**config.mk**
```make
export PLATFORM = sky130hd
export DESIGN_NAME = modbus_rtu_master_transaction
export DESIGN_NICKNAME = d
export VERILOG_FILES = /design/src/rtl/core/mrm_pkg.sv /design/src/rtl/core/mrm_in_reg.sv /design/src/rtl/core/mrm_engine.sv /design/src/rtl/core/mrm_out_ser.sv /design/src/rtl/core/modbus_rtu_master_transaction.sv
export SDC_FILE = /design/constraint.sdc
export NUM_CORES = 1
export LEC_CHECK = 0
export ABC_AREA = 1
export BUFFER_PORTS_ARGS = -buffer_cell sky130_fd_sc_hd__buf_2
export CAP_MARGIN = 5
export CORE_MARGIN = 4
export CORE_UTILIZATION = 51
export DETAILED_ROUTE_END_ITERATION = 12
export PLACE_DENSITY_LB_ADDON = 0.12
export SYNTH_ARGS = -nofsm -noshare
export SYNTH_HDL_FRONTEND = slang
export SYNTH_SLANG_ARGS = --single-unit
```
**constraint.sdc**
```tcl
create_clock -name clk -period 7 [get_ports clk]
set_input_delay 0.7 -clock clk [delete_from_list [all_inputs] [get_ports clk]]
set_output_delay 0.7 -clock clk [all_outputs]
set_load 0.1 [all_outputs]
```
**src/rtl/core/mrm_pkg.sv**
```systemverilog
`default_nettype none

package mrm_pkg;

  // Sizing
  localparam int MAX_REGS     = 4;
  localparam int FRAME_LEN    = 8;
  localparam int BUNDLE_DEPTH = (MAX_REGS + 1 > FRAME_LEN) ? MAX_REGS + 1 : FRAME_LEN;
  localparam int BIDX_W       = $clog2(BUNDLE_DEPTH);
  localparam int BCNT_W       = $clog2(BUNDLE_DEPTH + 1);
  localparam int EXP_W        = $clog2(MAX_REGS + 1);
  localparam int RXI_W        = $clog2(2 * MAX_REGS + 5);
  localparam int REGI_W       = (MAX_REGS > 1) ? $clog2(MAX_REGS) : 1;
  localparam int CFG_IDX_W    = 2;

  // Register indexes
  localparam logic [CFG_IDX_W-1:0] REG_SLAVE_ID = 2'd0;
  localparam logic [CFG_IDX_W-1:0] REG_TIMEOUT  = 2'd1;

  localparam logic [7:0]  SLAVE_ID_RESET = 8'd16;
  localparam logic [15:0] TIMEOUT_RESET  = 16'd100;

  // Event kinds
  localparam logic [1:0] MODE_START = 2'd0;
  localparam logic [1:0] MODE_RX    = 2'd1;
  localparam logic [1:0] MODE_TICK  = 2'd2;

  // Request kinds
  localparam logic [1:0] FK_READ      = 2'd0;
  localparam logic [1:0] FK_WRITE_COIL = 2'd1;
  localparam logic [1:0] FK_WRITE_REG = 2'd2;

  // Modbus function codes
  localparam logic [7:0] FC_READ_HOLDING = 8'h03;
  localparam logic [7:0] FC_WRITE_COIL   = 8'h05;
  localparam logic [7:0] FC_WRITE_REG    = 8'h06;

  // Result kinds
  localparam logic [1:0] KIND_TX     = 2'd0;
  localparam logic [1:0] KIND_WORD   = 2'd1;
  localparam logic [1:0] KIND_STATUS = 2'd2;

  // Status codes
  localparam logic [1:0] ST_OK      = 2'd0;
  localparam logic [1:0] ST_FAIL    = 2'd1;
  localparam logic [1:0] ST_TIMEOUT = 2'd2;
  localparam logic [1:0] ST_BAD     = 2'd3;

  localparam logic [15:0] CRC_INIT = 16'hFFFF;
  localparam logic [15:0] CRC_POLY = 16'hA001;

  typedef struct packed {
    logic [1:0]  mode;
    logic [1:0]  func_kind;
    logic [7:0]  reg_address;
    logic [15:0] write_value;
    logic [6:0]  reg_count;
    logic [7:0]  rx_byte;
  } in_item_t;

  typedef struct packed {
    logic [1:0]  out_kind;
    logic [15:0] out_data;
    logic [1:0]  status;
    logic        last;
  } out_item_t;

  // All results of one event, handed to the output side in one go
  typedef struct packed {
    logic                               valid;
    logic [BCNT_W-1:0]                  cnt;
    out_item_t [BUNDLE_DEPTH-1:0]       res;
  } bundle_t;

  typedef struct packed {
    logic                 valid;
    logic [CFG_IDX_W-1:0] index;
    logic [15:0]          data;
  } cfg_wr_t;

  // CRC-16/MODBUS over one byte, reflected
  function automatic logic [15:0] crc_byte(input logic [15:0] crc_in, input logic [7:0] b);
    logic [15:0] c;
    c = crc_in ^ {8'h00, b};
    for (int i = 0; i < 8; i++) begin
      c = c[0] ? ((c >> 1) ^ CRC_POLY) : (c >> 1);
    end
    return c;
  endfunction

  function automatic logic [7:0] func_code(input logic [1:0] fk);
    logic [7:0] code;
    case (fk)
      FK_READ:       code = FC_READ_HOLDING;
      FK_WRITE_COIL: code = FC_WRITE_COIL;
      default:       code = FC_WRITE_REG;
    endcase
    return code;
  endfunction

  // CRC through slave, function code and the zero address high byte
  function automatic logic [15:0] crc_prefix(input logic [7:0] slave, input logic [7:0] code);
    return crc_byte(crc_byte(crc_byte(CRC_INIT, slave), code), 8'h00);
  endfunction

  function automatic out_item_t status_beat(input logic [1:0] st);
    return out_item_t'{out_kind: KIND_STATUS, out_data: 16'h0000, status: st, last: 1'b1};
  endfunction

endpackage

`default_nettype wire

```
**src/rtl/core/mrm_in_reg.sv**
```systemverilog
`default_nettype none

module mrm_in_reg (
  input  wire logic              clk,
  input  wire logic              rst_n,
  input  wire logic              in_valid,
  output logic                   in_ready,
  input  wire mrm_pkg::in_item_t in_item,
  output logic                   item_v,
  output mrm_pkg::in_item_t      item,
  input  wire logic              take
);
  import mrm_pkg::*;

  logic     item_v_r;
  in_item_t item_r;

  // free when empty or when the held event is consumed this cycle
  assign in_ready = !item_v_r || take;
  assign item_v   = item_v_r;
  assign item     = item_r;

  always_ff @(posedge clk) begin
    if (!rst_n) begin
      item_v_r <= 1'b0;
    end else if (in_valid && in_ready) begin
      item_v_r <= 1'b1;
    end else if (take) begin
      item_v_r <= 1'b0;
    end
  end

  always_ff @(posedge clk) begin
    if (in_valid && in_ready) begin
      item_r <= in_item;
    end
  end

endmodule

`default_nettype wire

```
**src/rtl/core/mrm_engine.sv**
```systemverilog
`default_nettype none

module mrm_engine (
  input  wire logic              clk,
  input  wire logic              rst_n,
  input  wire mrm_pkg::cfg_wr_t  cfg,
  input  wire logic              item_v,
  input  wire mrm_pkg::in_item_t item,
  input  wire logic              slot_ready,
  output logic                   take,
  output mrm_pkg::bundle_t       bundle
);
  import mrm_pkg::*;

  // Configuration
  logic [7:0]  slave_id_r;
  logic [15:0] timeout_limit_r;
  logic [15:0] crc_pre_r [3];

  // Transaction state
  logic             busy_r,        busy_nxt;
  logic [1:0]       active_kind_r, active_kind_nxt;
  logic [RXI_W-1:0] rx_index_r,    rx_index_nxt;
  logic [15:0]      run_crc_r,     run_crc_nxt;
  logic [7:0]       crc_low_r,     crc_low_nxt;
  logic             mismatch_r,    mismatch_nxt;
  logic [15:0]      idle_ticks_r,  idle_ticks_nxt;
  logic [EXP_W-1:0] exp_regs_r,    exp_regs_nxt;
  logic [7:0]       high_hold_r,   high_hold_nxt;

  logic [7:0]  sent_frame_r [FRAME_LEN];
  logic [15:0] reg_store_r  [MAX_REGS];

  logic              sf_we;
  logic              rs_we;
  logic [REGI_W-1:0] rs_addr;
  logic [15:0]       rs_data;

  logic [7:0]       frame [FRAME_LEN];
  logic [15:0]      pre_sel;
  logic [15:0]      frame_crc;
  logic             bad_req;
  logic             is_read;
  logic [RXI_W-1:0] data_end;
  logic [RXI_W-1:0] idx_m4;
  logic [7:0]       rx_b;
  bundle_t          res_b;
  logic             fire;

  // Request frame, built for every start event
  always_comb begin
    is_read = (item.func_kind == FK_READ);
    case (item.func_kind)
      FK_READ:       pre_sel = crc_pre_r[FK_READ];
      FK_WRITE_COIL: pre_sel = crc_pre_r[FK_WRITE_COIL];
      FK_WRITE_REG:  pre_sel = crc_pre_r[FK_WRITE_REG];
      default:       pre_sel = 16'h0000;
    endcase
    frame[0] = slave_id_r;
    frame[1] = func_code(item.func_kind);
    frame[2] = 8'h00;
    frame[3] = item.reg_address;
    frame[4] = is_read ? 8'h00 : item.write_value[15:8];
    frame[5] = is_read ? {1'b0, item.reg_count} : item.write_value[7:0];
    frame_crc = crc_byte(crc_byte(crc_byte(pre_sel, frame[3]), frame[4]), frame[5]);
    frame[6] = frame_crc[7:0];
    frame[7] = frame_crc[15:8];
    bad_req = busy_r || (item.func_kind > FK_WRITE_REG) ||
              (is_read && ((item.reg_count == 7'd0) || (item.reg_count > 7'(MAX_REGS))));
  end

  // Event decode: next state and the results it causes
  always_comb begin
    busy_nxt        = busy_r;
    active_kind_nxt = active_kind_r;
    rx_index_nxt    = rx_index_r;
    run_crc_nxt     = run_crc_r;
    crc_low_nxt     = crc_low_r;
    mismatch_nxt    = mismatch_r;
    idle_ticks_nxt  = idle_ticks_r;
    exp_regs_nxt    = exp_regs_r;
    high_hold_nxt   = high_hold_r;
    sf_we           = 1'b0;
    rs_we           = 1'b0;
    rs_addr         = '0;
    rs_data         = 16'h0000;
    res_b           = '0;
    rx_b            = item.rx_byte;
    data_end        = RXI_W'({exp_regs_r, 1'b0}) + RXI_W'(3);
    idx_m4          = rx_index_r - RXI_W'(4);

    unique case (item.mode)
      MODE_START: begin
        if (bad_req) begin
          res_b.res[0] = status_beat(ST_BAD);
          res_b.cnt    = BCNT_W'(1);
        end else begin
          for (int i = 0; i < FRAME_LEN; i++) begin
            res_b.res[i] = out_item_t'{out_kind: KIND_TX, out_data: {8'h00, frame[i]},
                                       status: ST_OK, last: (i == FRAME_LEN - 1)};
          end
          res_b.cnt       = BCNT_W'(FRAME_LEN);
          sf_we           = 1'b1;
          busy_nxt        = 1'b1;
          active_kind_nxt = item.func_kind;
          rx_index_nxt    = '0;
          run_crc_nxt     = CRC_INIT;
          crc_low_nxt     = 8'h00;
          mismatch_nxt    = 1'b0;
          idle_ticks_nxt  = 16'h0000;
          exp_regs_nxt    = is_read ? EXP_W'(item.reg_count) : '0;
          high_hold_nxt   = 8'h00;
        end
      end

      MODE_RX: begin
        if (busy_r) begin
          idle_ticks_nxt = 16'h0000;
          if (active_kind_r != FK_READ) begin
            // write response: must echo the request
            mismatch_nxt = mismatch_r || (rx_b != sent_frame_r[rx_index_r[2:0]]);
            rx_index_nxt = rx_index_r + RXI_W'(1);
            if (rx_index_r >= RXI_W'(FRAME_LEN - 1)) begin
              res_b.res[0] = status_beat(mismatch_nxt ? ST_FAIL : ST_OK);
              res_b.cnt    = BCNT_W'(1);
              busy_nxt     = 1'b0;
            end
          end else if (rx_index_r < data_end) begin
            // read response body, covered by the CRC
            run_crc_nxt  = crc_byte(run_crc_r, rx_b);
            rx_index_nxt = rx_index_r + RXI_W'(1);
            if (rx_index_r >= RXI_W'(3)) begin
              if (rx_index_r[0]) begin
                high_hold_nxt = rx_b;
              end else begin
                rs_we   = 1'b1;
                rs_addr = idx_m4[REGI_W:1];
                rs_data = {high_hold_r, rx_b};
              end
            end
          end else if (rx_index_r == data_end) begin
            crc_low_nxt  = rx_b;
            rx_index_nxt = rx_index_r + RXI_W'(1);
          end else begin
            // CRC high byte closes the read
            busy_nxt = 1'b0;
            if (run_crc_r != {rx_b, crc_low_r}) begin
              res_b.res[0] = status_beat(ST_FAIL);
              res_b.cnt    = BCNT_W'(1);
            end else begin
              for (int i = 0; i < MAX_REGS; i++) begin
                if (i < int'(exp_regs_r)) begin
                  res_b.res[i] = out_item_t'{out_kind: KIND_WORD, out_data: reg_store_r[i],
                                             status: ST_OK, last: 1'b0};
                end
              end
              for (int i = 0; i < BUNDLE_DEPTH; i++) begin
                if (i == int'(exp_regs_r)) begin
                  res_b.res[i] = status_beat(ST_OK);
                end
              end
              res_b.cnt = BCNT_W'(exp_regs_r) + BCNT_W'(1);
            end
          end
        end
      end

      MODE_TICK: begin
        if (busy_r) begin
          if (idle_ticks_r >= timeout_limit_r) begin
            res_b.res[0] = status_beat(ST_TIMEOUT);
            res_b.cnt    = BCNT_W'(1);
            busy_nxt     = 1'b0;
          end else begin
            idle_ticks_nxt = idle_ticks_r + 16'd1;
          end
        end
      end

      default: begin
      end
    endcase
  end

  // Events without results never wait for the output side
  always_comb begin
    fire         = item_v && ((res_b.cnt == '0) || slot_ready);
    take         = fire;
    bundle       = res_b;
    bundle.valid = fire && (res_b.cnt != '0);
  end

  // Configuration and control state
  always_ff @(posedge clk) begin
    if (!rst_n) begin
      slave_id_r                <= SLAVE_ID_RESET;
      timeout_limit_r           <= TIMEOUT_RESET;
      crc_pre_r[FK_READ]        <= crc_prefix(SLAVE_ID_RESET, FC_READ_HOLDING);
      crc_pre_r[FK_WRITE_COIL]  <= crc_prefix(SLAVE_ID_RESET, FC_WRITE_COIL);
      crc_pre_r[FK_WRITE_REG]   <= crc_prefix(SLAVE_ID_RESET, FC_WRITE_REG);
      busy_r                    <= 1'b0;
      active_kind_r             <= FK_READ;
      rx_index_r                <= '0;
      run_crc_r                 <= CRC_INIT;
      crc_low_r                 <= 8'h00;
      mismatch_r                <= 1'b0;
      idle_ticks_r              <= 16'h0000;
      exp_regs_r                <= '0;
      high_hold_r               <= 8'h00;
    end else begin
      if (cfg.valid) begin
        unique case (cfg.index)
          REG_SLAVE_ID: begin
            slave_id_r               <= cfg.data[7:0];
            crc_pre_r[FK_READ]       <= crc_prefix(cfg.data[7:0], FC_READ_HOLDING);
            crc_pre_r[FK_WRITE_COIL] <= crc_prefix(cfg.data[7:0], FC_WRITE_COIL);
            crc_pre_r[FK_WRITE_REG]  <= crc_prefix(cfg.data[7:0], FC_WRITE_REG);
          end
          REG_TIMEOUT: timeout_limit_r <= cfg.data;
          default: begin
          end
        endcase
      end
      if (fire) begin
        busy_r        <= busy_nxt;
        active_kind_r <= active_kind_nxt;
        rx_index_r    <= rx_index_nxt;
        run_crc_r     <= run_crc_nxt;
        crc_low_r     <= crc_low_nxt;
        mismatch_r    <= mismatch_nxt;
        idle_ticks_r  <= idle_ticks_nxt;
        exp_regs_r    <= exp_regs_nxt;
        high_hold_r   <= high_hold_nxt;
      end
    end
  end

  // Sent frame and read words
  always_ff @(posedge clk) begin
    if (fire && sf_we) begin
      for (int i = 0; i < FRAME_LEN; i++) begin
        sent_frame_r[i] <= frame[i];
      end
    end
    if (fire && rs_we) begin
      reg_store_r[rs_addr] <= rs_data;
    end
  end

endmodule

`default_nettype wire

```
**src/rtl/core/mrm_out_ser.sv**
```systemverilog
`default_nettype none

module mrm_out_ser (
  input  wire logic             clk,
  input  wire logic             rst_n,
  input  wire mrm_pkg::bundle_t bundle,
  output logic                  slot_ready,
  output logic                  out_valid,
  input  wire logic             out_ready,
  output mrm_pkg::out_item_t    out_item
);
  import mrm_pkg::*;

  logic              held_v_r, held_v_nxt;
  logic [BIDX_W-1:0] idx_r,    idx_nxt;
  bundle_t           held_r;
  logic              beat;
  logic              last_beat;

  assign out_valid  = held_v_r;
  assign out_item   = held_r.res[idx_r];
  assign beat       = held_v_r && out_ready;
  assign last_beat  = (BCNT_W'(idx_r) == held_r.cnt - BCNT_W'(1));
  assign slot_ready = !held_v_r || (beat && last_beat);

  // step through the held results, reload when a new set arrives
  always_comb begin
    held_v_nxt = held_v_r;
    idx_nxt    = idx_r;
    if (beat) begin
      if (last_beat) begin
        held_v_nxt = 1'b0;
      end else begin
        idx_nxt = idx_r + BIDX_W'(1);
      end
    end
    if (bundle.valid) begin
      held_v_nxt = 1'b1;
      idx_nxt    = '0;
    end
  end

  always_ff @(posedge clk) begin
    if (!rst_n) begin
      held_v_r <= 1'b0;
      idx_r    <= '0;
    end else begin
      held_v_r <= held_v_nxt;
      idx_r    <= idx_nxt;
    end
  end

  always_ff @(posedge clk) begin
    if (bundle.valid) begin
      held_r <= bundle;
    end
  end

endmodule

`default_nettype wire

```
**src/rtl/core/modbus_rtu_master_transaction.sv**
```systemverilog
// Modbus RTU master transaction engine.
// Input channel (in_valid/in_ready/in_item): one event per beat: a start
// request, a received serial byte or a millisecond tick. Result channel
// (out_valid/out_ready/out_item): transmit bytes, read register words and one
// closing status per transaction; last marks the final result of an event.
// Config channel (cfg_valid/cfg_ready/cfg_index/cfg_data) is always ready;
// index 0 is the slave address, index 1 the idle-tick timeout limit. Write
// only while no transaction results are pending.
// An event is decoded straight out of the input register in the cycle after
// its beat; its first result is offered in the cycle after the engine takes it.
// Throughput: one event per cycle. An event with k results (an accepted start
// request gives 8, a read response up to MAX_REGS+1) holds the output register
// for k beats; events without results keep flowing behind it, others wait.
// The request CRC is a three-byte step on top of a prefix that is refreshed
// when the slave address is written.
// Reset (rst_n low, synchronous): idle, no results, slave address 16,
// timeout 100. When the receiver stalls, out_item holds and in_ready drops
// as soon as an event with results finds the output register full.
`default_nettype none

module modbus_rtu_master_transaction (
  input  wire logic                              clk,
  input  wire logic                              rst_n,
  input  wire logic                              in_valid,
  output logic                                   in_ready,
  input  wire mrm_pkg::in_item_t                 in_item,
  output logic                                   out_valid,
  input  wire logic                              out_ready,
  output mrm_pkg::out_item_t                     out_item,
  input  wire logic                              cfg_valid,
  output logic                                   cfg_ready,
  input  wire logic [mrm_pkg::CFG_IDX_W-1:0]     cfg_index,
  input  wire logic [15:0]                       cfg_data
);
  import mrm_pkg::*;

  logic     item_v;
  in_item_t item;
  logic     take;
  logic     slot_ready;
  bundle_t  bundle;
  cfg_wr_t  cfg;

  assign cfg_ready = 1'b1;
  assign cfg       = '{valid: cfg_valid, index: cfg_index, data: cfg_data};

  mrm_in_reg u_in_reg (
    .clk      (clk),
    .rst_n    (rst_n),
    .in_valid (in_valid),
    .in_ready (in_ready),
    .in_item  (in_item),
    .item_v   (item_v),
    .item     (item),
    .take     (take)
  );

  mrm_engine u_engine (
    .clk        (clk),
    .rst_n      (rst_n),
    .cfg        (cfg),
    .item_v     (item_v),
    .item       (item),
    .slot_ready (slot_ready),
    .take       (take),
    .bundle     (bundle)
  );

  mrm_out_ser u_out_ser (
    .clk        (clk),
    .rst_n      (rst_n),
    .bundle     (bundle),
    .slot_ready (slot_ready),
    .out_valid  (out_valid),
    .out_ready  (out_ready),
    .out_item   (out_item)
  );

endmodule

`default_nettype wire

```
==> results of run 1 <==
==> cell families (layout without fill, tap and decap cells) <==
kind of cell,count (synthesis),in the layout,synth area share
buf+inv,306,423,0.0678
fa+ha+maj,42,42,0.0292
simple gates,764,764,0.183
compound gates,309,309,0.0942
flops,380,380,0.583
other cells,1,2,0.000208
xor+xnor,78,78,0.0423
==> power by group through the flow <==
stage	Combinational, uW	Sequential, uW	Clock [uW]
CTS	638	2520	2190
detailed placement	635	2570	0
global placement	625	2570	0
global route	710	2530	2290
floorplan	475	2560	0
finish	638	2520	2160
==> state kept, by name (all words and copies together), names as in the netlist, named ones only <==
signal	cells
u_engine.sent_frame_r	51
u_engine.active_kind_r	2
u_engine.crc_pre_r	16
u_in_reg.item_v	1
u_engine.mismatch_r	1
u_engine.idle_ticks_r	16
u_engine.high_hold_r	8
u_in_reg.item	43
u_out_ser.out_valid	1
u_engine.exp_regs_r	3
u_engine.slave_id_r	8
u_out_ser.idx_r	3
u_engine.timeout_limit_r	16
u_engine.reg_store_r	64
u_engine.crc_low_r	8
u_out_ser.held_r	115
u_engine.busy_r	1
u_engine.run_crc_r	16
u_engine.rx_index_r	4
==> cells in the final DEF, fill, tap and decap left out, types with 4 or more instances in the layout <==
master      Yosys  layout
nor2_1        308     307
edfxtp_1      289     289
nand2_1       271     271
inv_1         229     227
o21ai_0       152     152
a21oi_1        93      93
dfxtp_1        91      90
nand3_1        88      88
buf_2           5      88
clkbuf_16       0      45
ha_1           42      42
xor2_1         40      40
xnor2_1        29      29
nor3_1         23      23
nand2_2        23      23
o22ai_1        19      19
inv_2          14      15
buf_4           4      14
clkbuf_1       44      11
a31oi_1        10      10
nand4_1         8       8
o211ai_1        8       8
xor2_2          8       8
nor4_1          7       7
nand3_2         7       7
nor2_2          6       6
or2_2           5       5
clkinvlp_4      0       5
nand2_4         4       4
nor3b_1         4       4
a32o_1          4       4
clkinv_2        0       4
==> metal layers <==
layer / up-vias / share of wire
met2: 378 / 0.46
met4: 0 / 0.026
met5: - / 0
li1: 6434 / -
met1: 6157 / 0.45
met3: 76 / 0.066
==> final cells by class <==
type | count | share of cell area
Multi-Input combinational cell | 1194 | 0.312
Antenna cell | 1 | 0.000124
Inverter | 244 | 0.0456
Clock buffer | 58 | 0.0592
Clock inverter | 18 | 0.00799
Timing Repair Buffer | 103 | 0.0276
Tap cell | 455 | 0.0282
Sequential cell | 380 | 0.520
==> worst min path at each step <==
stage	startpoint	to	slack [ps]	cells past startpoint
2_1_floorplan	u_engine.slave_id_r[0]	u_engine.sent_frame_r[0][0]	410	0
3_3_place_gp	u_engine.slave_id_r[7]	u_engine.sent_frame_r[0][7]	410	0
3_5_place_dp	u_engine.slave_id_r[7]	u_engine.sent_frame_r[0][7]	420	0
4_1_cts	in_item[23]	u_in_reg.item[23]	320	1
5_1_grt	in_item[20]	u_in_reg.item[20]	320	1
6_report	in_item[17]	u_in_reg.item[17]	340	1
==> stage by stage <==
stage               utilization  power, uW  instances  area [um^2]  worst slack [ps]
global route              0.582       5520       2452        20200              1720
finish                    0.582       5320       2453        20200              2120
floorplan                     -       3030       1880        18000              1820
CTS                       0.581       5350       2451        20200              2100
detailed placement        0.542       3210       2375        18800              2110
global placement          0.542       3200       2375        18800              2300
==> reports/metrics.json, run 1 <==
{
  "dominantRegCellSynth": "edfxtp_1",
  "final-seq-area_mm2": 0.0105,
  "cellInternalPower_uw": 3950,
  "std_cell_rows": 68,
  "post_cts_resize_count": 0,
  "synth_fp_nets": 1988,
  "detailedRoute.firstIterationViolations": 1114,
  "cts_hold_buf": 0,
  "yosys_warning_total": 0,
  "cp_num_cells": 15,
  "clk_pin_slew_worst_paths_ps": 60,
  "wl_per_cell_um": 18.7,
  "synthToLayoutAreaGrowth_pct": 12.2,
  "met2_usage": 0.376,
  "worst_slew_margin_rel": 0.304,
  "switchingPower_uw": 1370,
  "cts-root-buf": "clkbuf_16",
  "reg2reg_setup_slack_ps": 2120,
  "syn_avg_cell_area_um2": 9.58,
  "detailroute.via_count": 13000,
  "ys_async_sr_fraction": 0,
  "gp_routability_congestion": 0.897,
  "top_usage_layer": "met2",
  "timing.hold.worst.class": "in -> reg",
  "synth_seq_cells": 380,
  "worst_ir_drop_vdd_mv": 0.218,
  "tritoncts": "built",
  "wl_um": 46000,
  "multi_input_area_mm2": 0.00629,
  "clock_latency_ps": 540,
  "critPathCaptureType": "flop",
  "timing.hold.ws_ps": 337,
  "synth_top_cell_area_share": 0.482,
  "dp_hpwl_um": 33500,
  "unrepaired_setup_endpoints_after_global_routing": "false",
  "crit_path_top_delay_cell": "ha_1",
  "number_of_instances_in_the_synthesized_netlist": 1880,
  "reg2reg_depth": 15,
  "crit_type": "reg -> reg",
  "number_of_antenna_violations_at_the_first_check_in_global_routing": 0,
  "final-hold-violation-count": 0,
  "tightestPinTransition_ps": 1030,
  "viasPerCell": 5.32,
  "synth-seq-area-share": 0.583,
  "report.final.slew_viol_count": 0,
  "worst_ep_required_time_ps": 7170,
  "ctsLongestPathBuffers": 3,
  "path_cells": "inv_1 -> ha_1 -> inv_4 -> o21ai_1 -> nor2_1 -> inv_2 -> a21oi_1 -> nor2_1 -> nand2_2 -> nand2_2 -> nand2_4 -> inv_1 -> nand2_1 -> inv_4 -> buf_4",
  "die-height_um": 196,
  "synth_enable_flop_cells": 289,
  "worst_clock_skew_ps": 21.9,
  "post-route-min-period_ps": 4880,
  "grt_overflow": 0,
  "numCtsBuffers": 41,
  "run_status": "finished clean",
  "aggregate_negative_setup_slack_ps": 0,
  "top_cells_by_area_in_the_synthesized_netlist": "edfxtp_1, dfxtp_1, nor2_1",
  "netlist_top_cells_count": "nor2_1, edfxtp_1, nand2_1",
  "first_pass_grt_wire_length_um": 70600,
  "crit_path_max_cell_delay_ps": 610,
  "worstPathMaxFanout": 51,
  "count_of_antenna_violating_nets_left_after_detailed_routing": 0,
  "worst_r2r_startpoint": "u_in_reg.item[39]",
  "comb_power_share": 0.120,
  "power.density_cell_area_mw_per_mm2": 263,
  "path_delay_family": "buffers and inverters",
  "design.die.area_mm2": 0.0384,
  "core_mm2": 0.0347,
  "firstDrtPassIters": 5,
  "timing.critical_path.from_type": "flop",
  "grt_resource_usage_total": 0.236,
  "grt_max_degree": 60,
  "critical_path_buf_inv_count": 6,
  "maximum_clock_rate_mhz": 205,
  "die_width_um": 196,
  "layout-drive-gt1-share": 0.124,
  "setup_viol": 0,
  "timing.critical_path.to": "u_out_ser.held_r[72]",
  "design.final.nets": 2072,
  "synth_top_cell_by_area": "edfxtp_1",
  "yosysMostFrequentCell": "nor2_1",
  "arrival_ps": 5040,
  "initial_cell_density_of_the_core": 0.519,
  "grt_pass1_vias": 12400,
  "drt_drc_violations_left": 0,
  "ctsHtreeMaxLevel": 2,
  "clkPwrFrac": 0.405,
  "switching_share": 0.257,
  "power_frac_seq": 0.475,
  "post_synth_num_cell_types": 57,
  "r2r-end": "u_out_ser.held_r[72]",
  "p_leak_uw": 0.00814,
  "final_min_period_over_clock_period": 0.697,
  "crit_start": "u_in_reg.item[39]",
  "global_route.usage.met1": 0.337,
  "final.fill_count": 3116,
  "numPortBuffers": 88,
  "io_pins": 90,
  "synth.cell_area_mm2": 0.0180,
  "globalRouteMet3Util": 0.0400,
  "max_cap_violations": 0,
  "post-cts-setup-buffer-count": 0,
  "clock_sink_count": 380
}
No activity file was read; power rests on OpenSTA's default activity.
==> run 2: changes to the inputs <==
--- a/config.mk
+++ b/config.mk
@@ -5,7 +5,7 @@
 export SDC_FILE = /design/constraint.sdc
 export NUM_CORES = 1
 export LEC_CHECK = 0
-export ABC_AREA = 1
+export ABC_AREA = 0
 export BUFFER_PORTS_ARGS = -buffer_cell sky130_fd_sc_hd__buf_2
 export CAP_MARGIN = 5
 export CORE_MARGIN = 4
==> constraint.sdc (replaced) <==
create_clock -name clk -period 4.15 [get_ports clk]
set_input_delay 0.415 -clock clk [delete_from_list [all_inputs] [get_ports clk]]
set_output_delay 0.415 -clock clk [all_outputs]
set_load 0.1 [all_outputs]
==> run 2 against run 1 <==
Register-to-register slack got worse by 1400 ps. Synthesized cell count fell by 28%. Largest power group unchanged. Critical endpoint is now in_ready. Largest cell class unchanged. Sequential power rose by 70%.
==> reports/metrics.json, run 2 <==
{
  "unrepaired_setup_endpoints_after_global_routing": "false",
  "finalPower_uw": 8960,
  "yosys_warning_total": 0,
  "arrival_ps": 3390,
  "synthToLayoutAreaGrowth_pct": 14.4,
  "setup_viol": 0,
  "p_leak_uw": 0.00710,
  "clock_latency_ps": 540,
  "post_synth_num_cell_types": 75,
  "numCtsBuffers": 41,
  "finish.cell_count_without_fillers": 1929,
  "wl_per_cell_um": 20.6,
  "first_pass_grt_wire_length_um": 61400,
  "post-route-min-period_ps": 3800,
  "timing.hold.worst.class": "in -> reg",
  "viasPerCell": 5.55,
  "synth-seq-area-share": 0.601,
  "mostFrequentLayoutCells": "edfxtp_1, nand2_1, buf_2",
  "detailedRoute.firstIterationViolations": 970,
  "worstPathMaxFanout": 7,
  "final_util": 0.593,
  "worst_ep_required_time_ps": 3730,
  "die_width_um": 193,
  "grt_max_degree": 92,
  "final-hold-violation-count": 0,
  "worst_slew_margin_rel": 0.438,
  "worst_ir_drop_vdd_mv": 0.343,
  "count_of_antenna_violating_nets_left_after_detailed_routing": 0,
  "clk_pin_slew_worst_paths_ps": 60,
  "number_of_antenna_violations_at_the_first_check_in_global_routing": 0,
  "tightestPinTransition_ps": 834,
  "synth_enable_flop_cells": 289,
  "crit_type": "reg -> out",
  "design.die.area_mm2": 0.0373,
  "max_cap_violations": 0,
  "dp_hpwl_um": 28400,
  "stdcell_area_mm2": 0.0200,
  "grt_overflow": 0,
  "numPortBuffers": 88,
  "synth.cell_area_mm2": 0.0175,
  "synth_seq_cells": 380,
  "gp_routability_congestion": 0.901,
  "number_of_instances_in_the_synthesized_netlist": 1345,
  "ctsHtreeMaxLevel": 2,
  "layout-drive-gt1-share": 0.198,
  "largest_register": "u_out_ser.held_r",
  "grt_resource_usage_total": 0.217,
  "design.final.nets": 1558,
  "report.final.slew_viol_count": 0,
  "power.density_cell_area_mw_per_mm2": 448,
  "initial_cell_density_of_the_core": 0.519,
  "antenna_cells_inserted": 0,
  "grt_pass1_vias": 10500,
  "maximum_clock_rate_mhz": 263,
  "reg2reg_setup_slack_ps": 680,
  "largestRegisters": "u_out_ser.held_r x115, u_engine.reg_store_r x64, u_engine.sent_frame_r x51",
  "firstDrtPassIters": 5,
  "critPathCaptureType": "primary output",
  "mostFrequentLayoutCell": "edfxtp_1",
  "yosysMostFrequentCell": "edfxtp_1",
  "die-height_um": 193,
  "post-cts-setup-buffer-count": 0,
  "largest_reg_flops": 115,
  "dpl_cell_area_mm2": 0.0187,
  "final_min_period_over_clock_period": 0.916,
  "top_cells_by_area_in_the_synthesized_netlist": "edfxtp_1, dfxtp_1, mux4_2",
  "synth_top_cell_area_share": 0.496,
  "synth_top_cell_by_area": "edfxtp_1",
  "dp_cells": 1855,
  "drt_drc_violations_left": 0,
  "clock_sink_count": 380,
  "dominantRegCellSynth": "edfxtp_1",
  "cts-root-buf": "clkbuf_16",
  "run_status": "finished clean",
  "syn_avg_cell_area_um2": 13.0,
  "final.fill_count": 2797,
  "std_cell_rows": 67,
  "tritoncts": "built",
  "netlist_top_cells_count": "edfxtp_1, nand2_1, dfxtp_1",
  "wl_um": 39800,
  "worst_clock_skew_ps": 16.1,
  "timing.critical_path.from_type": "flop",
  "detailroute.via_count": 10700,
  "io_pins": 90,
  "ys_async_sr_fraction": 0,
  "post_cts_resize_count": 0,
  "synth_fp_nets": 1453,
  "aggregate_negative_setup_slack_ps": 0,
  "ctsLongestPathBuffers": 3,
  "core_mm2": 0.0337,
  "cts_hold_buf": 0
}
-- run 2: changes by cell type after synthesis, sizes merged, moves of 19 or more --
| cell | before | now |
|---|---|---|
| mux2i | 0 | 34 |
| inv | 244 | 59 |
| and3 | 2 | 30 |
| xnor2 | 29 | 84 |
| o21ai | 155 | 61 |
| a22o | 1 | 20 |
| nand3 | 97 | 23 |
| and2 | 0 | 77 |
| nand2 | 298 | 118 |
| nor2 | 317 | 67 |
| mux4 | 0 | 34 |
| a21oi | 94 | 36 |
-- run 2: final timing paths --
| kind | startpoint | endpoint | cells past startpoint |
|---|---|---|---|
| min | in_item[42] | u_in_reg.item[42] | 1 |
| max reg2reg | u_engine.exp_regs_r[0] | u_engine.reg_store_r[2][15] | 11 |
| max | u_engine.idle_ticks_r[9] | in_ready | 10 |
| min reg2reg | u_engine.timeout_limit_r[12] | u_engine.timeout_limit_r[12] | 2 |
-- run 2: power by group --
part           switching [uW]  leakage (uW)  internal (uW)
combinational             606       0.00323            453
sequential               69.2       0.00321           4220
clock                    1440      0.000655           2180
-- run 2: routing by layer --
| metal | GRT usage | wire (um) |
|---|---|---|
| met5 | 0 | 0 |
| met4 | 0.0496 | 783 |
| met1 | 0.326 | 18300 |
| met3 | 0.0378 | 2770 |
| met2 | 0.336 | 17900 |
-- run 2: cell families (layout without fill, tap and decap cells) --
| family | count (synthesis) | count (layout) | synth area share |
|---|---|---|---|
| AO/OA/AOI/OAI | 190 | 190 | 0.0748 |
| flip-flops | 380 | 380 | 0.601 |
| multiplexers | 80 | 80 | 0.0743 |
| AND/OR/NAND/NOR | 404 | 404 | 0.120 |
| XOR/XNOR | 127 | 127 | 0.0714 |
| buffers and inverters | 121 | 257 | 0.0288 |
| adder cells (fa/ha/maj) | 42 | 42 | 0.0301 |
| other | 1 | 1 | 0.000215 |
-- run 2: metrics by stage --
| step | hold WS, ps | worst slack [ps] |
|---|---|---|
| 4_1_cts | 32.3 | 335 |
| 3_3_place_gp | 442 | 827 |
| 2_1_floorplan | 430 | -182 |
| 3_5_place_dp | 448 | 712 |
| 6_report | 56.7 | 348 |
| 5_1_grt | 31.6 | 141 |
-- run 2: cell type report --
cell class	instances	area [um^2]	area share
flip-flops and latches	380	10500	0.526
clock buffers	54	1140	0.0569
well taps	448	561	0.0280
clock inverters	20	203	0.0101
multi-input cells	844	6620	0.331
inverters	59	221	0.0111
repair buffers	124	748	0.0374
-- run 2: critical path, cell delays in order (launching register included) --
cell	delay [ps]
dfxtp_1	450
ha_1	290
a21o_1	160
a21o_1	170
a21oi_1	140
o22ai_1	110
a21o_1	270
a221oi_4	440
o21ai_2	190
nand3_1	180
buf_2	460
==> run 3: changes to the inputs <==
--- a/config.mk
+++ b/config.mk
@@ -11,7 +11,7 @@
 export CORE_MARGIN = 4
 export CORE_UTILIZATION = 51
 export DETAILED_ROUTE_END_ITERATION = 12
-export PLACE_DENSITY_LB_ADDON = 0.12
+export PLACE_DENSITY = 0.7
 export SYNTH_ARGS = -nofsm -noshare
 export SYNTH_HDL_FRONTEND = slang
 export SYNTH_SLANG_ARGS = --single-unit
==> run 3 against run 2 <==
Hold slack worse by 10 ps. Register-to-register slack worse by 130 ps. Cell area decreased by 0.33%. Combinational power hardly changed. Clock skew up 6.8 ps. Setup slack worse by 27 ps. Sequential power barely moved. Final cell count did not move. Die area is the same. Critical path depth did not move. Sequential cell count unchanged. Sequential share of layout area up 0.17 points. Critical path type unchanged. Critical endpoint unchanged.
==> reports/metrics.json, run 3 (synthesis gave the netlist of run 2 again) <==
{
  "maximum_clock_rate_mhz": 261,
  "finalPower_uw": 8740,
  "die-height_um": 193,
  "viasPerCell": 5.60,
  "cts_hold_buf": 0,
  "ctsLongestPathBuffers": 3,
  "design.die.area_mm2": 0.0373,
  "arrival_ps": 3410,
  "grt_max_degree": 57,
  "detailroute.via_count": 10800,
  "final_min_period_over_clock_period": 0.922,
  "worstPathMaxFanout": 6,
  "wl_um": 39800,
  "post_cts_resize_count": 0,
  "design.final.nets": 1558,
  "timing.hold.worst.class": "in -> reg",
  "grt_pass1_vias": 10700,
  "grt_overflow": 0,
  "numCtsBuffers": 39,
  "tritoncts": "built",
  "count_of_antenna_violating_nets_left_after_detailed_routing": 0,
  "first_pass_grt_wire_length_um": 61500,
  "ctsHtreeMaxLevel": 2,
  "largest_reg_flops": 115,
  "clock_latency_ps": 540,
  "worst_ep_required_time_ps": 3730,
  "largest_register": "u_out_ser.held_r",
  "setup_viol": 0,
  "layout-drive-gt1-share": 0.196,
  "p_leak_uw": 0.00707,
  "synthToLayoutAreaGrowth_pct": 14.0,
  "worst_clock_skew_ps": 23.0,
  "unrepaired_setup_endpoints_after_global_routing": "false",
  "post-route-min-period_ps": 3830,
  "post-cts-setup-buffer-count": 0,
  "critPathCaptureType": "primary output",
  "firstDrtPassIters": 8,
  "std_cell_rows": 67,
  "gp_routability_congestion": 0.872,
  "grt_resource_usage_total": 0.217,
  "final.setup.worst_slack_ps": 322,
  "dp_hpwl_um": 27900,
  "drt_drc_violations_left": 0,
  "numPortBuffers": 88,
  "worst_slew_margin_rel": 0.422,
  "largestRegisters": "u_out_ser.held_r x115, u_engine.reg_store_r x64, u_engine.sent_frame_r x51",
  "io_pins": 90,
  "run_status": "finished clean",
  "detailedRoute.firstIterationViolations": 1144,
  "die_width_um": 193,
  "mostFrequentLayoutCells": "edfxtp_1, nand2_1, buf_2",
  "timing.critical_path.from_type": "flop",
  "clock_sink_count": 380,
  "antenna_cells_inserted": 0,
  "power.density_cell_area_mw_per_mm2": 439,
  "final.fill_count": 2729,
  "max_cap_violations": 0,
  "crit_type": "reg -> out",
  "cts-root-buf": "clkbuf_16",
  "report.final.slew_viol_count": 0,
  "clk_pin_slew_worst_paths_ps": 60,
  "mostFrequentLayoutCell": "edfxtp_1",
  "wl_per_cell_um": 20.6,
  "place_ws_ps": 596,
  "worst_ir_drop_vdd_mv": 0.301,
  "number_of_antenna_violations_at_the_first_check_in_global_routing": 0,
  "core_mm2": 0.0337,
  "tightestPinTransition_ps": 857,
  "final-hold-violation-count": 0,
  "initial_cell_density_of_the_core": 0.519
}
[run 3: changes by cell type in the layout (fill, tap and decap cells not counted), sizes merged]
cell	before	now
buf	124	126
bufinv	4	1
clkinv	13	14
clkinvlp	2	1
inv	60	61
[run 3: per-stage QoR]
stage | utilization | setup TNS (ps) | instances | hold WS, ps | instance area, um^2
finish | 0.591 | 0 | 1929 | 46.7 | 19900
detailed placement | 0.554 | 0 | 1857 | 447 | 18700
global placement | 0.554 | 0 | 1857 | 442 | 18700
global route | 0.591 | 0 | 1929 | 27.2 | 19900
floorplan | - | -15140 | 1345 | 430 | 17600
CTS | 0.591 | 0 | 1929 | 22.0 | 19900
[run 3: critical path, stage by stage (launching register included)]
cell and delay (ps):
edfxtp_1 430, inv_1 120, ha_1 390, and3_1 220
nand3_1 100, nor3_1 260, a21o_1 320, a221oi_4 150
o21ai_2 340, nand3_1 190, buf_2 340
[run 3: final cells by class]
cell class | instances | area, um^2 | area share
multi-input combinational | 844 | 6620 | 0.332
sequential | 380 | 10500 | 0.527
tap | 448 | 561 | 0.0281
clock buffer | 54 | 1130 | 0.0565
inverter | 59 | 221 | 0.0111
clock inverter | 18 | 133 | 0.00666
timing repair buffer | 126 | 763 | 0.0383
[run 3: metal layers]
layer,part of all wire,global-route usage
met5,0,0
met4,0.017,0.0441
met1,0.44,0.309
met2,0.47,0.349
met3,0.073,0.0456
[run 3: final timing paths]
| kind | end | depth (start not counted) | slack, ps | from |
|---|---|---|---|---|
| worst max register to register | u_engine.reg_store_r[3][3] | 11 | 550 | u_engine.idle_ticks_r[0] |
| worst max-delay path | in_ready | 10 | 320 | u_in_reg.item[41] |
| worst min-delay path | u_in_reg.item[32] | 1 | 50 | in_item[32] |
| worst min register to register | u_engine.timeout_limit_r[15] | 2 | 450 | u_engine.timeout_limit_r[15] |
[run 3: where the power goes]
part           switching [uW]  leakage, uW  total (uW)  internal, uW
combinational             592      0.00324        1040           452
clock                    1440     0.000615        3410          1970
sequential               68.1      0.00321        4280          4220
total                    2100      0.00707        8740          6640
